File: config.mk
export PLATFORM = sky130hd
export DESIGN_NAME = polyline_segment_frames_top_flat
export DESIGN_NICKNAME = d
export VERILOG_FILES = /design/src/rtl/core/psf_pkg.sv /design/src/rtl/core/psf_if.sv /design/src/rtl/core/psf_sumsq.sv /design/src/rtl/core/psf_isqrt.sv /design/src/rtl/core/psf_div.sv /design/src/rtl/core/polyline_segment_frames_top.sv /design/src/flat_wrapper.sv
export SDC_FILE = /design/constraint.sdc
export NUM_CORES = 1
export LEC_CHECK = 0
export CAP_MARGIN = 20
export CORE_UTILIZATION = 42
export CTS_CLUSTER_DIAMETER = 30
export DETAILED_ROUTE_END_ITERATION = 8
export DONT_BUFFER_PORTS = 1
export PLACE_DENSITY = 0.59
export RECOVER_POWER = 50
export SLEW_MARGIN = 20
export SYNTH_ARGS = -nofsm -noshare
export SYNTH_HDL_FRONTEND = slang
export SYNTH_SLANG_ARGS = --single-unit
File: constraint.sdc
create_clock -name clock -period 5.22 [get_ports clock]
set_input_delay 0.261 -clock clock [delete_from_list [all_inputs] [get_ports clock]]
set_output_delay 0.261 -clock clock [all_outputs]
set_load 0.1 [all_outputs]
File: src/rtl/core/psf_pkg.sv
// psf_pkg: shared helpers for the polyline segment frame block
// no dependencies; imported by every unit and the top level
package psf_pkg;

   // bits a step counter needs to count up to and including steps
   function automatic int psf_cnt_bits(input int steps);
      return $clog2(steps + 1);
   endfunction

endpackage

File: src/rtl/core/psf_if.sv
// psf_if: point, segment and control register channels of the segment frame block
// valid/ready handshake, a beat moves when both are high; no package needed
interface psf_req_if #(parameter int COORD_WIDTH = 16);
   logic                          valid;
   logic                          ready;
   logic signed [COORD_WIDTH-1:0] point_x;
   logic signed [COORD_WIDTH-1:0] point_y;
   logic                          last_point;

   modport source(output valid, point_x, point_y, last_point, input ready);
   modport sink(input valid, point_x, point_y, last_point, output ready);
endinterface

interface psf_rsp_if #(parameter int COORD_WIDTH = 16, parameter int UNIT_FRAC_BITS = 14);
   logic                             valid;
   logic                             ready;
   logic signed [COORD_WIDTH:0]      delta_x;
   logic signed [COORD_WIDTH:0]      delta_y;
   logic [COORD_WIDTH:0]             seg_length;
   logic signed [UNIT_FRAC_BITS+1:0] tangent_x;
   logic signed [UNIT_FRAC_BITS+1:0] tangent_y;
   logic signed [UNIT_FRAC_BITS+1:0] normal_x;
   logic signed [UNIT_FRAC_BITS+1:0] normal_y;
   logic                             zero_length;
   logic                             final_segment;

   modport source(output valid, delta_x, delta_y, seg_length, tangent_x, tangent_y,
                  normal_x, normal_y, zero_length, final_segment, input ready);
   modport sink(input valid, delta_x, delta_y, seg_length, tangent_x, tangent_y,
                normal_x, normal_y, zero_length, final_segment, output ready);
endinterface

interface psf_csr_if;
   logic valid;
   logic ready;
   logic closed_loop;

   modport source(output valid, closed_loop, input ready);
   modport sink(input valid, closed_loop, output ready);
endinterface

File: src/rtl/core/psf_sumsq.sv
// psf_sumsq: bit-serial sum of two squares, one multiplier bit of each per cycle
// uses psf_pkg for the counter width
module psf_sumsq #(
   parameter int MAG_W = 16
) (
   input  logic             clock,
   input  logic             reset,
   input  logic             start,
   input  logic [MAG_W-1:0] mag_x,
   input  logic [MAG_W-1:0] mag_y,
   output logic [2*MAG_W:0] sum,
   output logic             done
);
   import psf_pkg::*;

   localparam int SUM_W = 2 * MAG_W + 1;
   localparam int CNT_W = psf_cnt_bits(MAG_W);

   logic             busy_ff, busy_in;
   logic             done_ff, done_in;
   logic [CNT_W-1:0] cnt_ff, cnt_in;
   logic [SUM_W-1:0] mcx_ff, mcx_in;
   logic [SUM_W-1:0] mcy_ff, mcy_in;
   logic [MAG_W-1:0] mpx_ff, mpx_in;
   logic [MAG_W-1:0] mpy_ff, mpy_in;
   logic [SUM_W-1:0] acc_ff, acc_in;

   // shift-add step: multiplier bits leave at the bottom, multiplicands move up
   always_comb begin
      busy_in = busy_ff;
      done_in = 1'b0;
      cnt_in  = cnt_ff;
      mcx_in  = mcx_ff;
      mcy_in  = mcy_ff;
      mpx_in  = mpx_ff;
      mpy_in  = mpy_ff;
      acc_in  = acc_ff;
      if (start) begin
         busy_in = 1'b1;
         cnt_in  = '0;
         mcx_in  = SUM_W'(mag_x);
         mcy_in  = SUM_W'(mag_y);
         mpx_in  = mag_x;
         mpy_in  = mag_y;
         acc_in  = '0;
      end else if (busy_ff) begin
         acc_in = acc_ff + ({SUM_W{mpx_ff[0]}} & mcx_ff) + ({SUM_W{mpy_ff[0]}} & mcy_ff);
         mcx_in = mcx_ff << 1;
         mcy_in = mcy_ff << 1;
         mpx_in = mpx_ff >> 1;
         mpy_in = mpy_ff >> 1;
         cnt_in = cnt_ff + CNT_W'(1);
         if (cnt_ff == CNT_W'(MAG_W - 1)) begin
            busy_in = 1'b0;
            done_in = 1'b1;
         end
      end
   end

   // control with reset
   always_ff @(posedge clock) begin
      if (reset) begin
         busy_ff <= 1'b0;
         done_ff <= 1'b0;
      end else begin
         busy_ff <= busy_in;
         done_ff <= done_in;
      end
   end

   // datapath
   always_ff @(posedge clock) begin
      cnt_ff <= cnt_in;
      mcx_ff <= mcx_in;
      mcy_ff <= mcy_in;
      mpx_ff <= mpx_in;
      mpy_ff <= mpy_in;
      acc_ff <= acc_in;
   end

   assign sum  = acc_ff;
   assign done = done_ff;

endmodule

File: src/rtl/core/psf_isqrt.sv
// psf_isqrt: restoring integer square root, one radicand digit pair per cycle
// uses psf_pkg for the counter width
module psf_isqrt #(
   parameter int ROOT_W = 17
) (
   input  logic                clock,
   input  logic                reset,
   input  logic                start,
   input  logic [2*ROOT_W-1:0] radicand,
   output logic [ROOT_W-1:0]   root,
   output logic                done
);
   import psf_pkg::*;

   localparam int RAD_W = 2 * ROOT_W;
   localparam int REM_W = ROOT_W + 1;
   localparam int TRY_W = ROOT_W + 3;
   localparam int CNT_W = psf_cnt_bits(ROOT_W);

   logic              busy_ff, busy_in;
   logic              done_ff, done_in;
   logic [CNT_W-1:0]  cnt_ff, cnt_in;
   logic [RAD_W-1:0]  rad_ff, rad_in;
   logic [REM_W-1:0]  rem_ff, rem_in;
   logic [ROOT_W-1:0] root_ff, root_in;
   logic [TRY_W-1:0]  rem_sh;
   logic [TRY_W-1:0]  trial;
   logic [TRY_W-1:0]  diff;
   logic              fits;

   // bring down the next digit pair and try the trial subtrahend 4*root+1
   assign rem_sh = {rem_ff, rad_ff[RAD_W-1 -: 2]};
   assign trial  = {1'b0, root_ff, 2'b01};
   assign diff   = rem_sh - trial;
   assign fits   = (rem_sh >= trial);

   always_comb begin
      busy_in = busy_ff;
      done_in = 1'b0;
      cnt_in  = cnt_ff;
      rad_in  = rad_ff;
      rem_in  = rem_ff;
      root_in = root_ff;
      if (start) begin
         busy_in = 1'b1;
         cnt_in  = '0;
         rad_in  = radicand;
         rem_in  = '0;
         root_in = '0;
      end else if (busy_ff) begin
         rad_in  = rad_ff << 2;
         rem_in  = fits ? diff[REM_W-1:0] : rem_sh[REM_W-1:0];
         root_in = {root_ff[ROOT_W-2:0], fits};
         cnt_in  = cnt_ff + CNT_W'(1);
         if (cnt_ff == CNT_W'(ROOT_W - 1)) begin
            busy_in = 1'b0;
            done_in = 1'b1;
         end
      end
   end

   // control with reset
   always_ff @(posedge clock) begin
      if (reset) begin
         busy_ff <= 1'b0;
         done_ff <= 1'b0;
      end else begin
         busy_ff <= busy_in;
         done_ff <= done_in;
      end
   end

   // datapath
   always_ff @(posedge clock) begin
      cnt_ff  <= cnt_in;
      rad_ff  <= rad_in;
      rem_ff  <= rem_in;
      root_ff <= root_in;
   end

   assign root = root_ff;
   assign done = done_ff;

endmodule

File: src/rtl/core/psf_div.sv
// psf_div: restoring divider for (numer << FRAC_W) / denom, one quotient bit per cycle
// numer must not exceed denom; uses psf_pkg for the counter width
module psf_div #(
   parameter int NUM_W  = 16,
   parameter int DEN_W  = 17,
   parameter int FRAC_W = 14
) (
   input  logic              clock,
   input  logic              reset,
   input  logic              start,
   input  logic [NUM_W-1:0]  numer,
   input  logic [DEN_W-1:0]  denom,
   output logic [FRAC_W:0]   quot,
   output logic              done
);
   import psf_pkg::*;

   localparam int STEPS = FRAC_W + 1;
   localparam int CNT_W = psf_cnt_bits(STEPS);

   logic             busy_ff, busy_in;
   logic             done_ff, done_in;
   logic [CNT_W-1:0] cnt_ff, cnt_in;
   logic [NUM_W-1:0] num_ff, num_in;
   logic [DEN_W-1:0] den_ff, den_in;
   logic [DEN_W-1:0] rem_ff, rem_in;
   logic [FRAC_W:0]  quot_ff, quot_in;
   logic [DEN_W:0]   rem_t;
   logic [DEN_W:0]   diff;
   logic             fits;

   // first step compares the numerator itself, later steps shift in zeros
   assign rem_t = (cnt_ff == '0) ? (DEN_W + 1)'(num_ff) : {rem_ff, 1'b0};
   assign diff  = rem_t - {1'b0, den_ff};
   assign fits  = (rem_t >= {1'b0, den_ff});

   always_comb begin
      busy_in = busy_ff;
      done_in = 1'b0;
      cnt_in  = cnt_ff;
      num_in  = num_ff;
      den_in  = den_ff;
      rem_in  = rem_ff;
      quot_in = quot_ff;
      if (start) begin
         busy_in = 1'b1;
         cnt_in  = '0;
         num_in  = numer;
         den_in  = denom;
         rem_in  = '0;
         quot_in = '0;
      end else if (busy_ff) begin
         rem_in  = fits ? diff[DEN_W-1:0] : rem_t[DEN_W-1:0];
         quot_in = {quot_ff[FRAC_W-1:0], fits};
         cnt_in  = cnt_ff + CNT_W'(1);
         if (cnt_ff == CNT_W'(STEPS - 1)) begin
            busy_in = 1'b0;
            done_in = 1'b1;
         end
      end
   end

   // control with reset
   always_ff @(posedge clock) begin
      if (reset) begin
         busy_ff <= 1'b0;
         done_ff <= 1'b0;
      end else begin
         busy_ff <= busy_in;
         done_ff <= done_in;
      end
   end

   // datapath
   always_ff @(posedge clock) begin
      cnt_ff  <= cnt_in;
      num_ff  <= num_in;
      den_ff  <= den_in;
      rem_ff  <= rem_in;
      quot_ff <= quot_in;
   end

   assign quot = quot_ff;
   assign done = done_ff;

endmodule

File: src/rtl/core/polyline_segment_frames_top.sv
// polyline_segment_frames_top: segment vector, length and unit frame per polyline segment
// per segment the bit-serial squarer, the square root and then the two dividers, which run
// side by side, work one after another; one point beat in flight: the next beat is taken
// only once the segment, and any closing pass, has been emitted, and later on rsp stall
// reset (synchronous, active high) clears the stored joints, the open/closed mode and all valids
// uses psf_pkg, psf_if, psf_sumsq, psf_isqrt, psf_div
module polyline_segment_frames_top #(
   parameter int COORD_WIDTH    = 16,
   parameter int UNIT_FRAC_BITS = 14
) (
   input  logic   clock,
   input  logic   reset,
   psf_req_if.sink   req,
   psf_rsp_if.source rsp,
   psf_csr_if.sink   csr
);
   import psf_pkg::*;

   localparam int CW    = COORD_WIDTH;
   localparam int DW    = COORD_WIDTH + 1;
   localparam int UW    = UNIT_FRAC_BITS + 2;
   localparam int SUM_W = 2 * COORD_WIDTH + 1;
   localparam int RAD_W = 2 * DW;

   typedef enum logic [2:0] {
      S_IDLE,
      S_SQ,
      S_ROOT,
      S_DIV,
      S_EMIT
   } state_type;

   state_type         state_ff, state_in;
   logic              closed_ff, closed_in;
   logic              have_prev_ff, have_prev_in;
   logic              pend_close_ff, pend_close_in;
   logic              sq_start_ff, sq_start_in;
   logic              rt_start_ff, rt_start_in;
   logic              dv_start_ff, dv_start_in;
   logic              rsp_valid_ff, rsp_valid_in;
   logic [CW-1:0]     first_x_ff, first_x_in;
   logic [CW-1:0]     first_y_ff, first_y_in;
   logic [CW-1:0]     prev_x_ff, prev_x_in;
   logic [CW-1:0]     prev_y_ff, prev_y_in;
   logic [DW-1:0]     dx_ff, dx_in;
   logic [DW-1:0]     dy_ff, dy_in;
   logic              fin_ff, fin_in;
   logic [DW-1:0]     len_ff, len_in;
   logic [DW-1:0]     o_dx_ff, o_dx_in;
   logic [DW-1:0]     o_dy_ff, o_dy_in;
   logic [DW-1:0]     o_len_ff, o_len_in;
   logic [UW-1:0]     o_tx_ff, o_tx_in;
   logic [UW-1:0]     o_ty_ff, o_ty_in;
   logic              o_zero_ff, o_zero_in;
   logic              o_fin_ff, o_fin_in;

   logic              req_beat;
   logic [DW-1:0]     in_dx;
   logic [DW-1:0]     in_dy;
   logic [DW-1:0]     close_dx;
   logic [DW-1:0]     close_dy;
   logic [DW-1:0]     abs_x;
   logic [DW-1:0]     abs_y;
   logic [CW-1:0]     mag_x;
   logic [CW-1:0]     mag_y;
   logic [SUM_W-1:0]  sq_sum;
   logic              sq_done;
   logic [DW-1:0]     rt_root;
   logic              rt_done;
   logic [UNIT_FRAC_BITS:0] qx;
   logic [UNIT_FRAC_BITS:0] qy;
   logic              dvx_done;
   logic              dvy_done;
   logic [UW-1:0]     ux;
   logic [UW-1:0]     uy;
   logic              len_zero;
   logic              out_free;

   // handshakes
   assign req.ready = (state_ff == S_IDLE);
   assign req_beat  = req.valid && req.ready;
   assign csr.ready = 1'b1;
   assign out_free  = !rsp_valid_ff || rsp.ready;

   // segment vectors, sign-extended differences
   assign in_dx    = {req.point_x[CW-1], req.point_x} - {prev_x_ff[CW-1], prev_x_ff};
   assign in_dy    = {req.point_y[CW-1], req.point_y} - {prev_y_ff[CW-1], prev_y_ff};
   assign close_dx = {first_x_ff[CW-1], first_x_ff} - {prev_x_ff[CW-1], prev_x_ff};
   assign close_dy = {first_y_ff[CW-1], first_y_ff} - {prev_y_ff[CW-1], prev_y_ff};

   // magnitudes fit the coordinate width since |delta| < 2^CW
   assign abs_x = dx_ff[DW-1] ? (DW'(0) - dx_ff) : dx_ff;
   assign abs_y = dy_ff[DW-1] ? (DW'(0) - dy_ff) : dy_ff;
   assign mag_x = abs_x[CW-1:0];
   assign mag_y = abs_y[CW-1:0];

   // signed unit components, zero for a zero-length segment
   assign len_zero = (len_ff == '0);
   assign ux = len_zero ? '0 : (dx_ff[DW-1] ? (UW'(0) - UW'(qx)) : UW'(qx));
   assign uy = len_zero ? '0 : (dy_ff[DW-1] ? (UW'(0) - UW'(qy)) : UW'(qy));

   psf_sumsq #(.MAG_W(CW)) u_sumsq (
      .clock (clock),
      .reset (reset),
      .start (sq_start_ff),
      .mag_x (mag_x),
      .mag_y (mag_y),
      .sum   (sq_sum),
      .done  (sq_done)
   );

   psf_isqrt #(.ROOT_W(DW)) u_isqrt (
      .clock    (clock),
      .reset    (reset),
      .start    (rt_start_ff),
      .radicand (RAD_W'(sq_sum)),
      .root     (rt_root),
      .done     (rt_done)
   );

   psf_div #(.NUM_W(CW), .DEN_W(DW), .FRAC_W(UNIT_FRAC_BITS)) u_div_x (
      .clock (clock),
      .reset (reset),
      .start (dv_start_ff),
      .numer (mag_x),
      .denom (len_ff),
      .quot  (qx),
      .done  (dvx_done)
   );

   psf_div #(.NUM_W(CW), .DEN_W(DW), .FRAC_W(UNIT_FRAC_BITS)) u_div_y (
      .clock (clock),
      .reset (reset),
      .start (dv_start_ff),
      .numer (mag_y),
      .denom (len_ff),
      .quot  (qy),
      .done  (dvy_done)
   );

   // sequencer: joint bookkeeping, unit hand-over and result register load
   always_comb begin
      state_in      = state_ff;
      closed_in     = closed_ff;
      have_prev_in  = have_prev_ff;
      pend_close_in = pend_close_ff;
      sq_start_in   = 1'b0;
      rt_start_in   = 1'b0;
      dv_start_in   = 1'b0;
      rsp_valid_in  = rsp_valid_ff;
      first_x_in    = first_x_ff;
      first_y_in    = first_y_ff;
      prev_x_in     = prev_x_ff;
      prev_y_in     = prev_y_ff;
      dx_in         = dx_ff;
      dy_in         = dy_ff;
      fin_in        = fin_ff;
      len_in        = len_ff;
      o_dx_in       = o_dx_ff;
      o_dy_in       = o_dy_ff;
      o_len_in      = o_len_ff;
      o_tx_in       = o_tx_ff;
      o_ty_in       = o_ty_ff;
      o_zero_in     = o_zero_ff;
      o_fin_in      = o_fin_ff;

      // mode register write
      if (csr.valid && csr.ready) begin
         closed_in = csr.closed_loop;
      end

      // result beat taken downstream
      if (rsp.valid && rsp.ready) begin
         rsp_valid_in = 1'b0;
      end

      case (state_ff)
         S_IDLE: begin
            if (req_beat) begin
               prev_x_in = req.point_x;
               prev_y_in = req.point_y;
               if (!have_prev_ff) begin
                  first_x_in = req.point_x;
                  first_y_in = req.point_y;
                  have_prev_in = !req.last_point;
                  // lone final joint closes on itself in closed mode
                  if (req.last_point && closed_ff) begin
                     dx_in         = '0;
                     dy_in         = '0;
                     fin_in        = 1'b1;
                     pend_close_in = 1'b0;
                     sq_start_in   = 1'b1;
                     state_in      = S_SQ;
                  end
               end else begin
                  dx_in         = in_dx;
                  dy_in         = in_dy;
                  fin_in        = req.last_point && !closed_ff;
                  pend_close_in = req.last_point && closed_ff;
                  have_prev_in  = !req.last_point;
                  sq_start_in   = 1'b1;
                  state_in      = S_SQ;
               end
            end
         end
         S_SQ: begin
            if (sq_done) begin
               rt_start_in = 1'b1;
               state_in    = S_ROOT;
            end
         end
         S_ROOT: begin
            if (rt_done) begin
               len_in      = rt_root;
               dv_start_in = 1'b1;
               state_in    = S_DIV;
            end
         end
         S_DIV: begin
            if (dvx_done && dvy_done) begin
               state_in = S_EMIT;
            end
         end
         S_EMIT: begin
            if (out_free) begin
               rsp_valid_in = 1'b1;
               o_dx_in      = dx_ff;
               o_dy_in      = dy_ff;
               o_len_in     = len_ff;
               o_tx_in      = ux;
               o_ty_in      = uy;
               o_zero_in    = len_zero;
               o_fin_in     = fin_ff;
               // closing segment from the final joint back to the first
               if (pend_close_ff) begin
                  dx_in         = close_dx;
                  dy_in         = close_dy;
                  fin_in        = 1'b1;
                  pend_close_in = 1'b0;
                  sq_start_in   = 1'b1;
                  state_in      = S_SQ;
               end else begin
                  state_in = S_IDLE;
               end
            end
         end
         default: begin
            state_in = S_IDLE;
         end
      endcase
   end

   // state, control and registered outputs
   always_ff @(posedge clock) begin
      if (reset) begin
         state_ff      <= S_IDLE;
         closed_ff     <= 1'b0;
         have_prev_ff  <= 1'b0;
         pend_close_ff <= 1'b0;
         sq_start_ff   <= 1'b0;
         rt_start_ff   <= 1'b0;
         dv_start_ff   <= 1'b0;
         rsp_valid_ff  <= 1'b0;
         first_x_ff    <= '0;
         first_y_ff    <= '0;
         prev_x_ff     <= '0;
         prev_y_ff     <= '0;
      end else begin
         state_ff      <= state_in;
         closed_ff     <= closed_in;
         have_prev_ff  <= have_prev_in;
         pend_close_ff <= pend_close_in;
         sq_start_ff   <= sq_start_in;
         rt_start_ff   <= rt_start_in;
         dv_start_ff   <= dv_start_in;
         rsp_valid_ff  <= rsp_valid_in;
         first_x_ff    <= first_x_in;
         first_y_ff    <= first_y_in;
         prev_x_ff     <= prev_x_in;
         prev_y_ff     <= prev_y_in;
      end
      dx_ff     <= dx_in;
      dy_ff     <= dy_in;
      fin_ff    <= fin_in;
      len_ff    <= len_in;
      o_dx_ff   <= o_dx_in;
      o_dy_ff   <= o_dy_in;
      o_len_ff  <= o_len_in;
      o_tx_ff   <= o_tx_in;
      o_ty_ff   <= o_ty_in;
      o_zero_ff <= o_zero_in;
      o_fin_ff  <= o_fin_in;
   end

   // result channel
   assign rsp.valid         = rsp_valid_ff;
   assign rsp.delta_x       = o_dx_ff;
   assign rsp.delta_y       = o_dy_ff;
   assign rsp.seg_length    = o_len_ff;
   assign rsp.tangent_x     = o_tx_ff;
   assign rsp.tangent_y     = o_ty_ff;
   assign rsp.normal_x      = UW'(0) - o_ty_ff;
   assign rsp.normal_y      = o_tx_ff;
   assign rsp.zero_length   = o_zero_ff;
   assign rsp.final_segment = o_fin_ff;

endmodule

File: src/flat_wrapper.sv
// flat-port wrapper written by rule: the top's interface ports become plain ports
module polyline_segment_frames_top_flat import psf_pkg::*;
#(
   parameter int COORD_WIDTH    = 16,
   parameter int UNIT_FRAC_BITS = 14
)
  (clock, reset, req_valid, req_point_x, req_point_y, req_last_point, req_ready, rsp_valid, rsp_delta_x, rsp_delta_y, rsp_seg_length, rsp_tangent_x, rsp_tangent_y, rsp_normal_x, rsp_normal_y, rsp_zero_length, rsp_final_segment, rsp_ready, csr_valid, csr_closed_loop, csr_ready);
  psf_req_if #(.COORD_WIDTH(COORD_WIDTH)) req_i ();
  psf_rsp_if #(.COORD_WIDTH(COORD_WIDTH), .UNIT_FRAC_BITS(UNIT_FRAC_BITS)) rsp_i ();
  psf_csr_if csr_i ();
  input  logic clock;
  input  logic reset;
  input wire logic [$bits(req_i.valid)-1:0] req_valid;
  input wire logic [$bits(req_i.point_x)-1:0] req_point_x;
  input wire logic [$bits(req_i.point_y)-1:0] req_point_y;
  input wire logic [$bits(req_i.last_point)-1:0] req_last_point;
  output wire logic [$bits(req_i.ready)-1:0] req_ready;
  output wire logic [$bits(rsp_i.valid)-1:0] rsp_valid;
  output wire logic [$bits(rsp_i.delta_x)-1:0] rsp_delta_x;
  output wire logic [$bits(rsp_i.delta_y)-1:0] rsp_delta_y;
  output wire logic [$bits(rsp_i.seg_length)-1:0] rsp_seg_length;
  output wire logic [$bits(rsp_i.tangent_x)-1:0] rsp_tangent_x;
  output wire logic [$bits(rsp_i.tangent_y)-1:0] rsp_tangent_y;
  output wire logic [$bits(rsp_i.normal_x)-1:0] rsp_normal_x;
  output wire logic [$bits(rsp_i.normal_y)-1:0] rsp_normal_y;
  output wire logic [$bits(rsp_i.zero_length)-1:0] rsp_zero_length;
  output wire logic [$bits(rsp_i.final_segment)-1:0] rsp_final_segment;
  input wire logic [$bits(rsp_i.ready)-1:0] rsp_ready;
  input wire logic [$bits(csr_i.valid)-1:0] csr_valid;
  input wire logic [$bits(csr_i.closed_loop)-1:0] csr_closed_loop;
  output wire logic [$bits(csr_i.ready)-1:0] csr_ready;
  assign req_i.valid = req_valid;
  assign req_i.point_x = req_point_x;
  assign req_i.point_y = req_point_y;
  assign req_i.last_point = req_last_point;
  assign req_ready = req_i.ready;
  assign rsp_valid = rsp_i.valid;
  assign rsp_delta_x = rsp_i.delta_x;
  assign rsp_delta_y = rsp_i.delta_y;
  assign rsp_seg_length = rsp_i.seg_length;
  assign rsp_tangent_x = rsp_i.tangent_x;
  assign rsp_tangent_y = rsp_i.tangent_y;
  assign rsp_normal_x = rsp_i.normal_x;
  assign rsp_normal_y = rsp_i.normal_y;
  assign rsp_zero_length = rsp_i.zero_length;
  assign rsp_final_segment = rsp_i.final_segment;
  assign rsp_i.ready = rsp_ready;
  assign csr_i.valid = csr_valid;
  assign csr_i.closed_loop = csr_closed_loop;
  assign csr_ready = csr_i.ready;
  polyline_segment_frames_top #(.COORD_WIDTH(COORD_WIDTH), .UNIT_FRAC_BITS(UNIT_FRAC_BITS)) u_core (.clock(clock), .reset(reset), .req(req_i), .rsp(rsp_i), .csr(csr_i));
endmodule
After elaboration in Yosys (flattened, before gate mapping)

Cells that the tools add are included.

Output and inout bits: 120
Bits in registers: 550
Input port bits: 39
Logic and storage cells: 210

Equal/unequal tests: 15
Order comparisons: 3
$add $sub $neg: 18
Reduce and logical (&&, ||, !) cells: 31
Bitwise operators: 11
Mux-type cells: 77

Operators by type and width:

| cell                                              | count |
|---|---|
| two-way mux 17 bit                                | 11 |
| two-way mux 16 bit                                | 10 |
| one-hot mux 17 bit (2 select lines)               | 2 |
| subtractor 16 x 16 -> 17 bit                      | 4 |
| adder 33 bit                                      | 2 |
| AND 33 bit                                        | 2 |
| two-way mux 33 bit                                | 2 |
| two-way mux 18 bit                                | 3 |
| subtractor 1 x 16 -> 16 bit, first input constant | 3 |
| >= comparator 18 x 17 -> 1 bit                    | 2 |
| two-way mux 1 bit                                 | 36 |
| subtractor 17 bit                                 | 2 |
| subtractor 1 x 15 -> 16 bit, first input constant | 2 |
| two-way mux 15 bit                                | 2 |
| two-way mux 3 bit                                 | 7 |
| >= comparator 20 x 19 -> 1 bit                    | 1 |
| subtractor 18 bit                                 | 1 |
| logical NOT 17 bit                                | 1 |
| one-hot mux 3 bit (5 select lines)                | 1 |
| OR reduction 3 bit                                | 4 |
| adder 5 x 1 -> 5 bit, second input constant       | 2 |
| NOT 1 bit                                         | 9 |
| adder 4 x 1 -> 4 bit, second input constant       | 2 |
| equality test 4 bit, second input constant        | 2 |
| other kinds (21)                                  | 42 |

Depth between registers and ports, before layout

Word-level depth: 5
Depth in mapped cells: 18

Cells and area by module

From an unflattened synthesis, not the netlist that was laid out.

Cell total of the unflattened synthesis: 3180
Area total of the unflattened synthesis: 31348.8 µm²

Modules (own cells, without submodules):

| module                      | seq. area each (µm²) | cells each | instances | area each (µm²) |
|---|---|---|---|---|
| polyline_segment_frames_top | 5595.4               | 1254       | 1         | 11991.5 |
| psf_sumsq                   | 3403.3               | 823        | 1         | 7956.4 |
| psf_div                     | 1751.7               | 357        | 2         | 3668.5 |
| psf_isqrt                   | 1861.8               | 389        | 1         | 4063.9 |

Worst setup path after synthesis

Ideal clock, no wire load.

Path kind: reg-to-reg
Start: reg u_core.rsp_valid_ff (netlist: u_core.rsp.valid)
End: reg u_core.dx_ff[0] (enable)
Setup slack: 847 ps
Setup time: 483 ps
Data arrival time: 3890 ps
Buffers on the path: 0
Period minus slack after synthesis: 4373 ps
Cell stages (with the launch flop): 5
Data required time: 4737 ps
Cells stage by stage: dfxtp_1 -> nand2b_1 -> a21oi_1 -> nor3_1 -> a21boi_0

Cells in the longest elaborated chain, start to end: 4

Ends and longest elaborated chain:

| item                             | line                               | RTL |
|---|---|---|
| start: declaration               | polyline_segment_frames_top.sv:40  | `logic rsp_valid_ff, rsp_valid_in;` |
| start signal: assignment         | polyline_segment_frames_top.sv:276 | `rsp_valid_ff <= rsp_valid_in;` |
| logical NOT 1 bit                | polyline_segment_frames_top.sv:83  | `assign out_free = !rsp_valid_ff \|\| rsp.ready;` |
| logical OR 1 bit                 | polyline_segment_frames_top.sv:83  |  |
| != test 2 x 1 -> 1 bit (no line) | -                                  |  |
| AND reduction 5 bit (no line)    | -                                  |  |
| end signal: assignment           | polyline_segment_frames_top.sv:282 | `dx_ff <= dx_in;` |
| end: declaration                 | polyline_segment_frames_top.sv:45  | `logic [DW-1:0] dx_ff, dx_in;` |

No other way between the ends.
A chain may end at the register's enable or synchronous reset.

==> reports/metrics.yaml <==
dp_slack_ns: 1.110
area_delta_synth_final_pct: 19.88
vias: 21850
rsz0062_at_grt: "false"
ant_nets: 0
clkTransAtPathRegs_ns: 0.05
synth_seq_cells: 550
std_cell_rows: 97
ys.warnings.count: 0
grt_max_degree: 83
min_period_ns: 4.310
die_y_um: 268.9
cp_max_fo: 59
finalCritPeriodShare: 0.8256
stdcell_area_mm2: 0.03587
async_flop_share: 0
finalNonFillerCells: 4091
via_per_inst: 5.341
max_freq_ghz: 0.2320
drt-initial-drc-count: 1334
cts.repair.resized: 0
worst_slack_ns: 0.9105
outcome: "finished with violations"
clockBufferDepth: 3
cts_tree: "yes"
placed_cells: 3820
holdWs_ns: 0.09286
syn_area_per_cell_um2: 10.07
maxCapViolCount: 12
cts_root_buffer: "clkbuf_16"
die_w_um: 268.9
cts_num_sinks: 550
tightest_slew_ns: 2.875
arrival_ns: 4.85
finalCoreUtilization: 0.5105
insertion_delay_ns: 0.66
relSlewSlack: -0.9168
dpl_cell_area_mm2: 0.03140
ir_drop_mv: 0.3829
grt_pass1_wl_um: 117100
hold_viol: 0
dieArea_mm2: 0.07232
wl_um: 72800
synth-seq-area-share: 0.4626
portBuffers: 0
dr.pass1.iters: 6
power_leakage_nw: 14.01
final.setup.tns_ns: 0
slew_violations: 505
synth_edf_count: 283
synth.distinct_cells: 83
violations: "max-capacitance violations, max-slew violations"
drc_errors: 0
critPathRequiredTime_ns: 5.76
antenna_found_initial: 0
cts_max_level: 3
wl_per_cell_um: 17.80
dp.final_hpwl_um: 51410
startpoint_type: "register"
finalPower_mw: 17.24
grt_pass1_vias: 21940
syn-num-nets: 3212
core-area_mm2: 0.07027
syn_area_mm2: 0.02992
crit_type: "register to register"
drive_above_1_share: 0.1168
p_per_area_mw_per_mm2: 480.7
start_util: 0.4258
grtUsageTotal: 0.2026
cts_made_buffers: 120
synthFlopType: "edfxtp_1"
pin_count: 159
hold_path.class: "primary input to register"
syn-instance-count: 2971
grt_overflow_total: 0
endpoint_kind: "register"
finClkSkew_ns: 0.02486
final_nets: 3283
gp_congestion: 0.8870
setup_viol: 0
==> area by class of cell <==
cell class	instances	area (um^2)
Antenna cell	1	2.502
Clock buffer	152	3336
Clock inverter	78	817.0
Fill cell	6233	34400
Inverter	151	566.8
Multi-Input combinational cell	2128	15010
Sequential cell	550	13850
Tap cell	940	1176
Timing Repair Buffer	91	1112
==> state kept, by name, indices dropped and copies added, names as in the netlist, 17 cells and up <==
name / cells
u_core.u_sumsq.sum: 33
u_core.u_isqrt.rad_ff: 34
u_core.rsp.seg_length: 17
u_core.u_sumsq.mcy_ff: 33
u_core.u_div_x.den_ff: 17
u_core.dy_ff: 17
u_core.dx_ff: 17
u_core.len_ff: 17
u_core.u_isqrt.rem_ff: 18
u_core.u_sumsq.mcx_ff: 33
u_core.u_div_y.rem_ff: 17
u_core.u_div_x.rem_ff: 17
u_core.rsp.delta_y: 17
u_core.u_isqrt.root: 17
u_core.rsp.delta_x: 17
==> power by group <==
group	leakage [nW]	switching, mW	total, mW	internal, mW
Clock	1.99	2.50	7.56	5.06
Sequential	4.81	0.440	5.49	5.05
Combinational	7.21	2.40	4.19	1.79
==> synth_stat cells, drive strengths merged (62+ instances only) <==
master / instances / share of area
nor2: 296 / 0.037
mux2: 62 / 0.023
nand2: 269 / 0.034
xnor2: 108 / 0.032
dfxtp: 267 / 0.18
edfxtp: 283 / 0.28
a21oi: 171 / 0.029
ha: 163 / 0.068
inv: 151 / 0.019
mux2i: 137 / 0.046
o21ai: 138 / 0.024
xor2: 86 / 0.025
clkbuf: 107 / 0.013
and2: 79 / 0.017
==> final timing paths <==
check,from,to,slack (ns),cells after the start
worst min register to register,u_core.fin_ff,u_core.rsp.final_segment,0.42,0
worst max-delay path,u_core.dv_start_ff,u_core.u_div_y.rem_ff[16],0.91,5
worst max register to register,u_core.dv_start_ff,u_core.u_div_y.rem_ff[16],0.91,5
worst min-delay path,req_point_y[0],u_core.dy_ff[0],0.09,4
==> per-layer routing <==
layer | vias to the layer above | wire (um) | part of all wire | GRT usage
li1 | 10740 | - | - | -
met1 | 10470 | 32410 | 0.45 | 0.2580
met2 | 493 | 34510 | 0.47 | 0.3403
met3 | 147 | 3878 | 0.053 | 0.04018
met4 | 0 | 2006 | 0.028 | 0.07248
met5 | - | 0 | 0 | 0
==> layout by cell type (no fill, tap or decap), drive strengths merged, types with 41 or more instances in the layout <==
cell | synthesis | layout
a211oi | 56 | 56
a21o | 55 | 55
a21oi | 171 | 171
and2 | 79 | 79
clkbuf | 107 | 165
dfxtp | 267 | 267
edfxtp | 283 | 283
ha | 163 | 163
inv | 151 | 166
mux2 | 62 | 62
mux2i | 137 | 137
nand2 | 269 | 269
nor2 | 296 | 296
nor3 | 41 | 41
o21a | 56 | 56
o21ai | 138 | 138
xnor2 | 108 | 108
xor2 | 86 | 86
==> kinds of logic after synthesis <==
group	after synthesis	share of synthesized area
AO/OA/AOI/OAI	637	0.1383
AND/OR/NAND/NOR	895	0.1385
flip-flops	550	0.4626
adder cells (fa/ha/maj)	202	0.09425
multiplexers	199	0.06916
other	1	0.0001253
buffers and inverters	293	0.04022
XOR/XNOR	194	0.05678
==> critical path: stages, from the launching register on <==
cell	delay [ns]
dfxtp_1	2.04
clkbuf_1	1.34
nor2b_1	0.26
nand2_1	0.16
o32ai_1	0.08
a31o_2	0.27
==> timing repair <==
item / CTS / global route
hold buffers: 40 / 0
hold endpoints to repair: 85 / 0
buffers inserted: 0 / 0
Power figures use the tool's default switching activity.
